==> src/rtl/hsd_ram.sv <==
// ----------------------------------------------------------------------------
// hsd_ram: generic single write, single read ram
// One write port, one read port with registered read data held between reads.
// ----------------------------------------------------------------------------
module hsd_ram #(
   parameter int WIDTH = 8,
   parameter int DEPTH = 16
) (
   input  logic                     clock,
   input  logic                     we,
   input  logic [$clog2(DEPTH)-1:0] waddr,
   input  logic [WIDTH-1:0]         wdata,
   input  logic                     re,
   input  logic [$clog2(DEPTH)-1:0] raddr,
   output logic [WIDTH-1:0]         rdata
);

   logic [WIDTH-1:0] mem [DEPTH];

   always_ff @(posedge clock) begin
      if (we) begin
         mem[waddr] <= wdata;
      end
      if (re) begin
         rdata <= mem[raddr];
      end
   end

endmodule

==> config.mk <==
export PLATFORM = sky130hd
export DESIGN_NAME = hsd_ram
export DESIGN_NICKNAME = d
export VERILOG_FILES = /design/src/rtl/hsd_ram.sv
export SDC_FILE = /design/constraint.sdc
export NUM_CORES = 1
export LEC_CHECK = 0
export ABC_AREA = 0
export BUFFER_PORTS_ARGS = -buffer_cell sky130_fd_sc_hd__buf_4
export CAP_MARGIN = 25
export CORE_MARGIN = 2
export CORE_UTILIZATION = 60
export CTS_CLUSTER_SIZE = 10
export DETAILED_ROUTE_END_ITERATION = 10
export GPL_TIMING_DRIVEN = 1
export MAX_ROUTING_LAYER = met4
export PLACE_DENSITY = 0.77
export SYNTH_ARGS = -nofsm -noshare
export SYNTH_HDL_FRONTEND = slang
export SYNTH_SLANG_ARGS = --single-unit
==> constraint.sdc <==
create_clock -name clock -period 2.1 [get_ports clock]
set_input_delay 0.105 -clock clock [delete_from_list [all_inputs] [get_ports clock]]
set_output_delay 0.105 -clock clock [all_outputs]
set_load 0.02 [all_outputs]
==> results of run 1 <==
## power breakdown
group	switching (W)	total (W)	internal [W]
registers	0.0000160	0.00307	0.00306
logic	0.000178	0.000323	0.000145
clock network	0.00107	0.00274	0.00168
## registers in the layout (all words and copies together) (netlist names)
| signal | cells |
|---|---|
| mem | 128 |
| rdata | 8 |
## per-layer routing
layer,up-vias,global-route usage [%]
met1,1339,33.97
met5,-,-
met4,0,8.868
li1,1106,-
met3,14,5.468
met2,131,37.02
## cells in the final DEF, fill, tap and decap left out, drive strengths merged, types with 4 or more instances in the layout
| cell type | n |
|---|---|
| dlygate4sd3 | 9 |
| nor2 | 13 |
| a22oi | 16 |
| nand2 | 9 |
| mux4 | 32 |
| edfxtp | 136 |
| nor3 | 4 |
| clkinv | 9 |
| buf | 44 |
| clkbuf | 19 |
## per-stage QoR
step | hold slack (ns) | utilization, % | total power (W) | instance area (um2) | setup slack (ns)
finish | 0.1134 | 72.87 | 0.006139 | 6262 | 0.4922
global placement | 0.3939 | 65.39 | 0.003424 | 5619 | 0.3619
floorplan | 0.2039 | - | 0.003298 | 5228 | 0.5021
CTS | 0.09402 | 72.87 | 0.006176 | 6262 | 0.4938
global route | 0.1104 | 72.87 | 0.006311 | 6262 | 0.4354
detailed placement | 0.3988 | 65.39 | 0.003437 | 5619 | 0.3365
## worst max-delay path by stage
stage | to | slack, ns | start
5_1_grt | rdata[5]$_DFFE_PP_ | 0.44 | mem[2][5]$_DFFE_PP_
3_3_place_gp | rdata[3]$_DFFE_PP_ | 0.36 | raddr[0]
4_1_cts | rdata[0]$_DFFE_PP_ | 0.49 | mem[0][0]$_DFFE_PP_
6_report | rdata[0]$_DFFE_PP_ | 0.49 | mem[0][0]$_DFFE_PP_
3_5_place_dp | rdata[3]$_DFFE_PP_ | 0.34 | raddr[0]
2_1_floorplan | mem[0][0]$_DFFE_PP_ | 0.50 | waddr[2]
## logic make-up (layout without fill, tap and decap cells)
group,Yosys count,count (layout),synth area share (%)
buf+inv,10,85,1.651
compound gates,16,16,2.298
flops,136,136,78.12
mux,32,32,14.79
simple gates,35,35,3.136
## area by class of cell
cell class | count | area [um2]
clock inverters | 13 | 131.4
multi-input cells | 83 | 1057
fillers | 513 | 2331
repair buffers | 53 | 432.9
well taps | 108 | 135.1
flip-flops and latches | 136 | 4084
clock buffers | 19 | 421.7
## worst min-delay path: stages
cell	delay, ns
buf_4	0.12
nor3_1	0.05
buf_4	0.17
==> results.cfg, run 1 <==
[yosys]
synth_area_leader_cell = edfxtp_1
synth_fp_nets = 248
synth_area_per_cell_um2 = 22.83
yosys-top-cells-count = edfxtp_1, mux4_2, a22oi_1
yosysMostFrequentCell = edfxtp_1
yosys_warnings = 0
synth-edff-count = 136
synth_top_area_share_pct = 78.12
ys_ff_latch = 136
synthArstFlopShare_pct = 0
ys.flop_type = edfxtp_1
synth.distinct_cells = 18
synthCells = 229
synth.area.top_cells = edfxtp_1, mux4_2, mux4_1, a22oi_1, nor2_1
ys_seq_area_share_pct = 78.12
syn_area_um2 = 5228

[floorplan]
start_util_pct = 60.83
core_area_um2 = 8593
rows = 34
die_x_um = 97.34
dieArea_um2 = 9475
die_h_um = 97.34
ios = 27

[sta]
slew_viol_final = 0
fin_skew_ns = 0.005805
min_period_ns = 1.608
rsz0062_at_grt = false
fin_crit_sh_pct = 76.56
timing.fmax_mhz = 622.0
tns_ns = 0
setup_viol = 0
worst_pin_slew_ns = 0.8001
slew_headroom_pct = 46.46
hold_viol = 0

[worst_setup_path]
crit_chain = mux4_1 -> a22oi_1 -> nand2_1
crit_cells = 3
worst_path_max_delay_cell = mux4_1
timing.rr.start = mem[0][0]$_DFFE_PP_
path_buf_inv = 0
cpPeakStageDelay_ns = 0.58
timing.rr.end = rdata[0]$_DFFE_PP_
path_max_fanout = 1
reg2reg_depth = 3
worstPathRequired_ns = 2.36
path_class = flop to flop
r2r_slack_ns = 0.49
critPathTopFamily = multiplexers
cp.arrival_ns = 1.87
startpoint_type = flop
end_kind = flop

[clock_tree]
clock_path_buffers = 2
cts_setup_buffers = 0
clk_pin_slew_ns = 0.06
clk_latency_ns = 0.51
cts_resized = 0
numCtsBuffers = 17
hold_buffers = 9
cts_tree = yes
ctsRootBufferMaster = clkbuf_8
htree_levels = 4
cts_sinks = 136

[global_routing]
track_usage_pct = 24.52
grt_start_max_net_pins = 33
overflow = 0
antenna_found_initial = 0
first_global_vias = 2623
grt_pass1_wl_um = 15810

[detailed_routing]
wire_per_inst_um = 25.24
detail-route-antenna-nets = 0
wl_um = 10400
met3_length_um = 731
drcViolationCount = 0
drt-initial-drc-count = 369
drt-pass1-iter-count = 5
num_vias = 2590
top_layer_used = met4
viasPerCell = 6.286
wl_met2_um = 5259
wl_met1_um = 4267

[min_path]
hold_end = mem[4][1]$_DFFE_PP_
hp-class = input port to flop
holdPathStages = 3
worstHoldStart = waddr[0]

[power]
ir_drop_mv = 0.6369
total_leakage_power_nw = 2.134
p_per_area_nw_per_um2 = 980.3

[finish]
nets = 310
drive_above_1_share_pct = 29.61
stdcell_count = 412
area_delta_synth_final_pct = 19.79
diodes = 0

[run_status]
status = completed

[placement]
place_hpwl_um = 6143
place.gp.congestion = 0.7448
port_buffers = 26
placedCellCount = 371

[run]
maxCapViolCount = 0
Power figures use the tool's default switching activity.
==> inputs of run 2 (changes only) <==
- CORE_UTILIZATION: 60 -> 54
- PLACE_DENSITY: 0.77 -> 0.73
- clock period: 2.1 -> 1.4 ns (I/O delays scaled with it)
==> run 2 against run 1 <==
  * The run now ends with negative setup slack left
  * Critical endpoint is now rdata[1]$_DFFE_PP_
  * Critical path depth unchanged
  * Non-clock buffer count increased by 6
  * Global-route usage decreased by 0.85 points
  * Highest routed layer unchanged
  * Wire length increased by 0.28%
  * Via count decreased by 1.0%
  * Clock power increased by 63%
==> results.cfg, run 2 (synthesized netlist as in run 1, its figures left out) <==
[run_status]
status = complete, but fails checks
violations = negative setup slack

[sta]
timing.fmax_mhz = 699.6
layout_setup_ws_ns = -0.02930
rsz0062_at_grt = true
worst_pin_slew_ns = 0.8674
hold_viol = 0
setup_viol = 2
finalHoldWorstSlack_ns = 0.09746
fin_skew_ns = 0.01408
slew_viol_final = 0
min_period_ns = 1.429
fin_crit_sh_pct = 102.1
slew_headroom_pct = 42.06

[floorplan]
die_h_um = 102.4
dieArea_um2 = 10480
die_x_um = 102.4
start_util_pct = 56.04
rows = 35
ios = 27
core_area_um2 = 9328

[clock_tree]
ctsRootBufferMaster = clkbuf_8
clk_pin_slew_ns = 0.06
numCtsBuffers = 17
clock_path_buffers = 2
clk_latency_ns = 0.51
cts_sinks = 136
htree_levels = 4
cts_setup_buffers = 0
cts_tree = yes

[detailed_routing]
drt-initial-drc-count = 277
num_vias = 2564
detail-route-antenna-nets = 0
wl_um = 10430
wire_per_inst_um = 23.75
viasPerCell = 5.841
drcViolationCount = 0
drt-pass1-iter-count = 4

[power]
p_comb_share_pct = 5.4
total_leakage_power_nw = 2.161
pwr-share-clk_pct = 46.5
switching_share_pct = 19.71
ir_drop_mv = 1.102
p_sw_w = 0.001894
p_per_area_nw_per_um2 = 1496
p_total_w = 0.009607
pwr-share-seq_pct = 48.1
intPower_w = 0.007713

[global_routing]
grt_pass1_wl_um = 16330
antenna_found_initial = 0
track_usage_pct = 23.67
first_global_vias = 2697
grt_start_max_net_pins = 17
overflow = 0

[placement]
place.gp.congestion = 0.7478
place_hpwl_um = 6480
port_buffers = 26
pre_cts_ws_ns = -0.2795

[finish]
mostFrequentLayoutCell = edfxtp_1
nets = 316
diodes = 0
reg_top3 = mem (128), rdata (8)
largest_reg_flops = 128
multiInputGateArea_um2 = 1074
final_cell_mix = edfxtp_1, buf_4, mux4_2
drive_above_1_share_pct = 37.42
seq_area_um2 = 4084
area_delta_synth_final_pct = 22.86
nFillCells = 565
top_register = mem

[run]
maxCapViolCount = 0

[worst_setup_path]
path_class = flop to flop
startpoint_type = flop
worstPathRequired_ns = 1.65
path_max_fanout = 1
cp.arrival_ns = 1.68
end_kind = flop

[min_path]
hp-class = input port to flop
==> run 2: changes by cell type in the layout (fill, tap and decap cells not counted) <==
cell / previous run / this run
a22oi_1: 16 / 7
nor3_1: 4 / 3
buf_4: 43 / 47
bufinv_16: 2 / 4
clkinv_4: 4 / 3
clkinv_1: 3 / 2
buf_12: 1 / 3
mux4_2: 18 / 27
mux4_1: 14 / 5
a22oi_2: 0 / 9
nor3_2: 0 / 1
==> run 2: final timing paths <==
| check | startpoint | endpoint | slack (ns) | cells past startpoint |
|---|---|---|---|---|
| max | mem[1][1]$_DFFE_PP_ | rdata[1]$_DFFE_PP_ | -0.03 | 3 |
| min | waddr[0] | mem[8][7]$_DFFE_PP_ | 0.1 | 3 |
| max reg2reg | mem[1][1]$_DFFE_PP_ | rdata[1]$_DFFE_PP_ | -0.03 | 3 |
| min reg2reg | mem[7][7]$_DFFE_PP_ | rdata[7]$_DFFE_PP_ | 0.75 | 3 |
==> run 2: cell type report <==
type / instances / share of cell area (%)
Clock buffer: 19 / 6.565
Clock inverter: 13 / 2.786
Multi-Input combinational cell: 83 / 16.72
Sequential cell: 136 / 63.59
Tap cell: 129 / 2.513
Timing Repair Buffer: 59 / 7.832
==> run 2: critical path, cell delays in order, from the launching register on <==
cell and delay [ns]:
edfxtp_1 0.37, mux4_2 0.47, a22oi_2 0.21, nand2_1 0.11
==> run 2: through the flow <==
step / area [um2] / std cells / TNS, ns / util, %
final: 6422 / 439 / -0.04373 / 68.85
after global routing: 6422 / 439 / -0.4093 / 68.85
after CTS: 6426 / 439 / -0.02698 / 68.89
after detailed placement: 5728 / 399 / -1.596 / 61.41
after global placement: 5728 / 399 / -1.379 / 61.41
after floorplan: 5233 / 229 / 0 / -
==> run 2: power groups by stage <==
stage	combinational, W	sequential [W]	clock [W]
2_1_floorplan	0.000232	0.00472	0
3_3_place_gp	0.000473	0.00470	0
3_5_place_dp	0.000488	0.00470	0
4_1_cts	0.000531	0.00462	0.00452
5_1_grt	0.000566	0.00463	0.00473
6_report	0.000522	0.00462	0.00446
==> run 2: what timing repair did <==
item / CTS / global route
endpoints found under the setup margin: 7 / 8
resized for setup: 17 / 1
hold endpoints to repair: 136 / 0
hold buffers: 9 / 0
pin swaps: 8 / 1
==> run 2: layer usage <==
metal / up-vias / GRT usage [%] / wire [um]
li1: 1109 / - / -
met1: 1301 / 31.73 / 4134
met2: 138 / 34.77 / 5110
met3: 16 / 7.182 / 939
met4: 0 / 9.026 / 240
met5: - / - / 0
==> inputs of run 3 (changes only) <==
- SETUP_SLACK_MARGIN: unset -> 0.02
==> run 3 against run 2 <==
  * The run still ends with negative setup slack left
  * Core utilization is the same
  * Sequential power is essentially flat
  * Cell area is the same
  * Cell count is the same
  * Via count shrank 0.98%
  * Clock skew grew 0.00062 ns
  * Critical path type unchanged
  * Largest cell class unchanged
==> results.cfg, run 3 (synthesized netlist as in run 1, its figures left out) <==
[run_status]
status = complete, but fails checks
violations = negative setup slack

[global_routing]
grt_pass1_wl_um = 16370
grt_start_max_net_pins = 17
overflow = 0
first_global_vias = 2704
antenna_found_initial = 0
track_usage_pct = 23.71

[sta]
fin_skew_ns = 0.01470
setup_viol = 2
hold_viol = 0
fin_crit_sh_pct = 100.8
rsz0062_at_grt = true
worst_pin_slew_ns = 0.8763
timing.fmax_mhz = 708.5
finalHoldWorstSlack_ns = 0.1018
min_period_ns = 1.411
slew_headroom_pct = 41.46
slew_viol_final = 0
layout_setup_ws_ns = -0.01146

[floorplan]
rows = 35
dieArea_um2 = 10480
start_util_pct = 56.04
die_x_um = 102.4
core_area_um2 = 9328
die_h_um = 102.4
ios = 27

[power]
total_leakage_power_nw = 2.161
p_per_area_nw_per_um2 = 1496
ir_drop_mv = 1.101
p_total_w = 0.009608

[finish]
top_register = mem
drive_above_1_share_pct = 37.42
diodes = 0
final_cell_mix = edfxtp_1, buf_4, mux4_2
reg_top3 = mem (128), rdata (8)
largest_reg_flops = 128
fin_util_pct = 68.85
nets = 316
area_delta_synth_final_pct = 22.86
fin_area_um2 = 6422
mostFrequentLayoutCell = edfxtp_1

[min_path]
holdPathStages = 3
hold_end = mem[4][1]$_DFFE_PP_
worstHoldStart = waddr[0]
hp-class = input port to flop

[worst_setup_path]
end_kind = flop
r2r_slack_ns = -0.01
critPathLaunch = mem[1][1]$_DFFE_PP_
path_max_fanout = 1
reg2reg_depth = 3
worstPathRequired_ns = 1.65
timing.rr.start = mem[1][1]$_DFFE_PP_
timing.rr.end = rdata[1]$_DFFE_PP_
path_class = flop to flop
startpoint_type = flop
cp.arrival_ns = 1.66

[clock_tree]
clk_latency_ns = 0.51
clk_pin_slew_ns = 0.06
htree_levels = 4
cts_tree = yes
ctsRootBufferMaster = clkbuf_8
clock_path_buffers = 2
numCtsBuffers = 17
cts_setup_buffers = 0
cts_sinks = 136

[run]
maxCapViolCount = 0

[placement]
port_buffers = 26
place.gp.congestion = 0.7478
place_hpwl_um = 6480
placed_area_um2 = 5728

[detailed_routing]
drt-pass1-iter-count = 4
drcViolationCount = 0
drt-initial-drc-count = 275
num_vias = 2539
wire_per_inst_um = 23.68
viasPerCell = 5.784
wl_um = 10400
detail-route-antenna-nets = 0
-- run 3: cell counts in the layout (fill, tap and decap cells not counted) --
Identical to the previous run, type by type.
-- run 3: worst max path at each step --
stage	end	depth (start not counted)	slack [ns]
after floorplan	rdata[1]$_DFFE_PP_	5	0.05
after global placement	rdata[2]$_DFFE_PP_	5	-0.22
after detailed placement	rdata[1]$_DFFE_PP_	5	-0.28
after CTS	rdata[1]$_DFFE_PP_	3	-0.02
after global routing	rdata[1]$_DFFE_PP_	3	-0.07
final	rdata[1]$_DFFE_PP_	3	-0.01
-- run 3: layout make-up --
cell class	count	area [um2]
Clock buffer	19	421.7
Fill cell	565	2905
Timing Repair Buffer	59	503.0
Clock inverter	13	178.9
Multi-Input combinational cell	83	1074
Tap cell	129	161.4
Sequential cell	136	4084
-- run 3: timing repair --
action / in CTS / in global routing
hold buffers: 9 / 0
setup endpoints to repair: 7 / 8
hold endpoints to repair: 136 / 0
pin swaps: 10 / 0
resized for setup: 18 / 0
-- run 3: per-layer routing --
| layer | track usage (%) | part of all wire, % | wire (um) | vias to the layer above |
|---|---|---|---|---|
| met5 | - | 0 | 0 | - |
| met4 | 9.026 | 2.0 | 207 | 0 |
| met3 | 7.182 | 8.5 | 886 | 16 |
| met2 | 34.77 | 50 | 5148 | 132 |
| met1 | 31.86 | 40 | 4153 | 1284 |
| li1 | - | - | - | 1107 |
-- run 3: per-stage QoR --
step | setup TNS, ns | instances | setup WS, ns
floorplan | 0 | 229 | 0.04759
global placement | -1.379 | 399 | -0.2185
detailed placement | -1.596 | 399 | -0.2795
CTS | -0.02698 | 439 | -0.01545
global route | -0.4077 | 439 | -0.07203
finish | -0.01889 | 439 | -0.01146
-- run 3: report_power, final --
part / switching (W) / internal (W) / leakage [nW]
sequential: 0.0000306 / 0.00459 / 1.24
clock: 0.00159 / 0.00288 / 0.287
combinational: 0.000275 / 0.000246 / 0.638
total: 0.00189 / 0.00771 / 2.16
-- run 3: worst max-delay path, stage by stage, from the launching register on --
cell and delay (ns):
edfxtp_1 0.37, mux4_2 0.47, a22oi_2 0.21, nand2_1 0.10
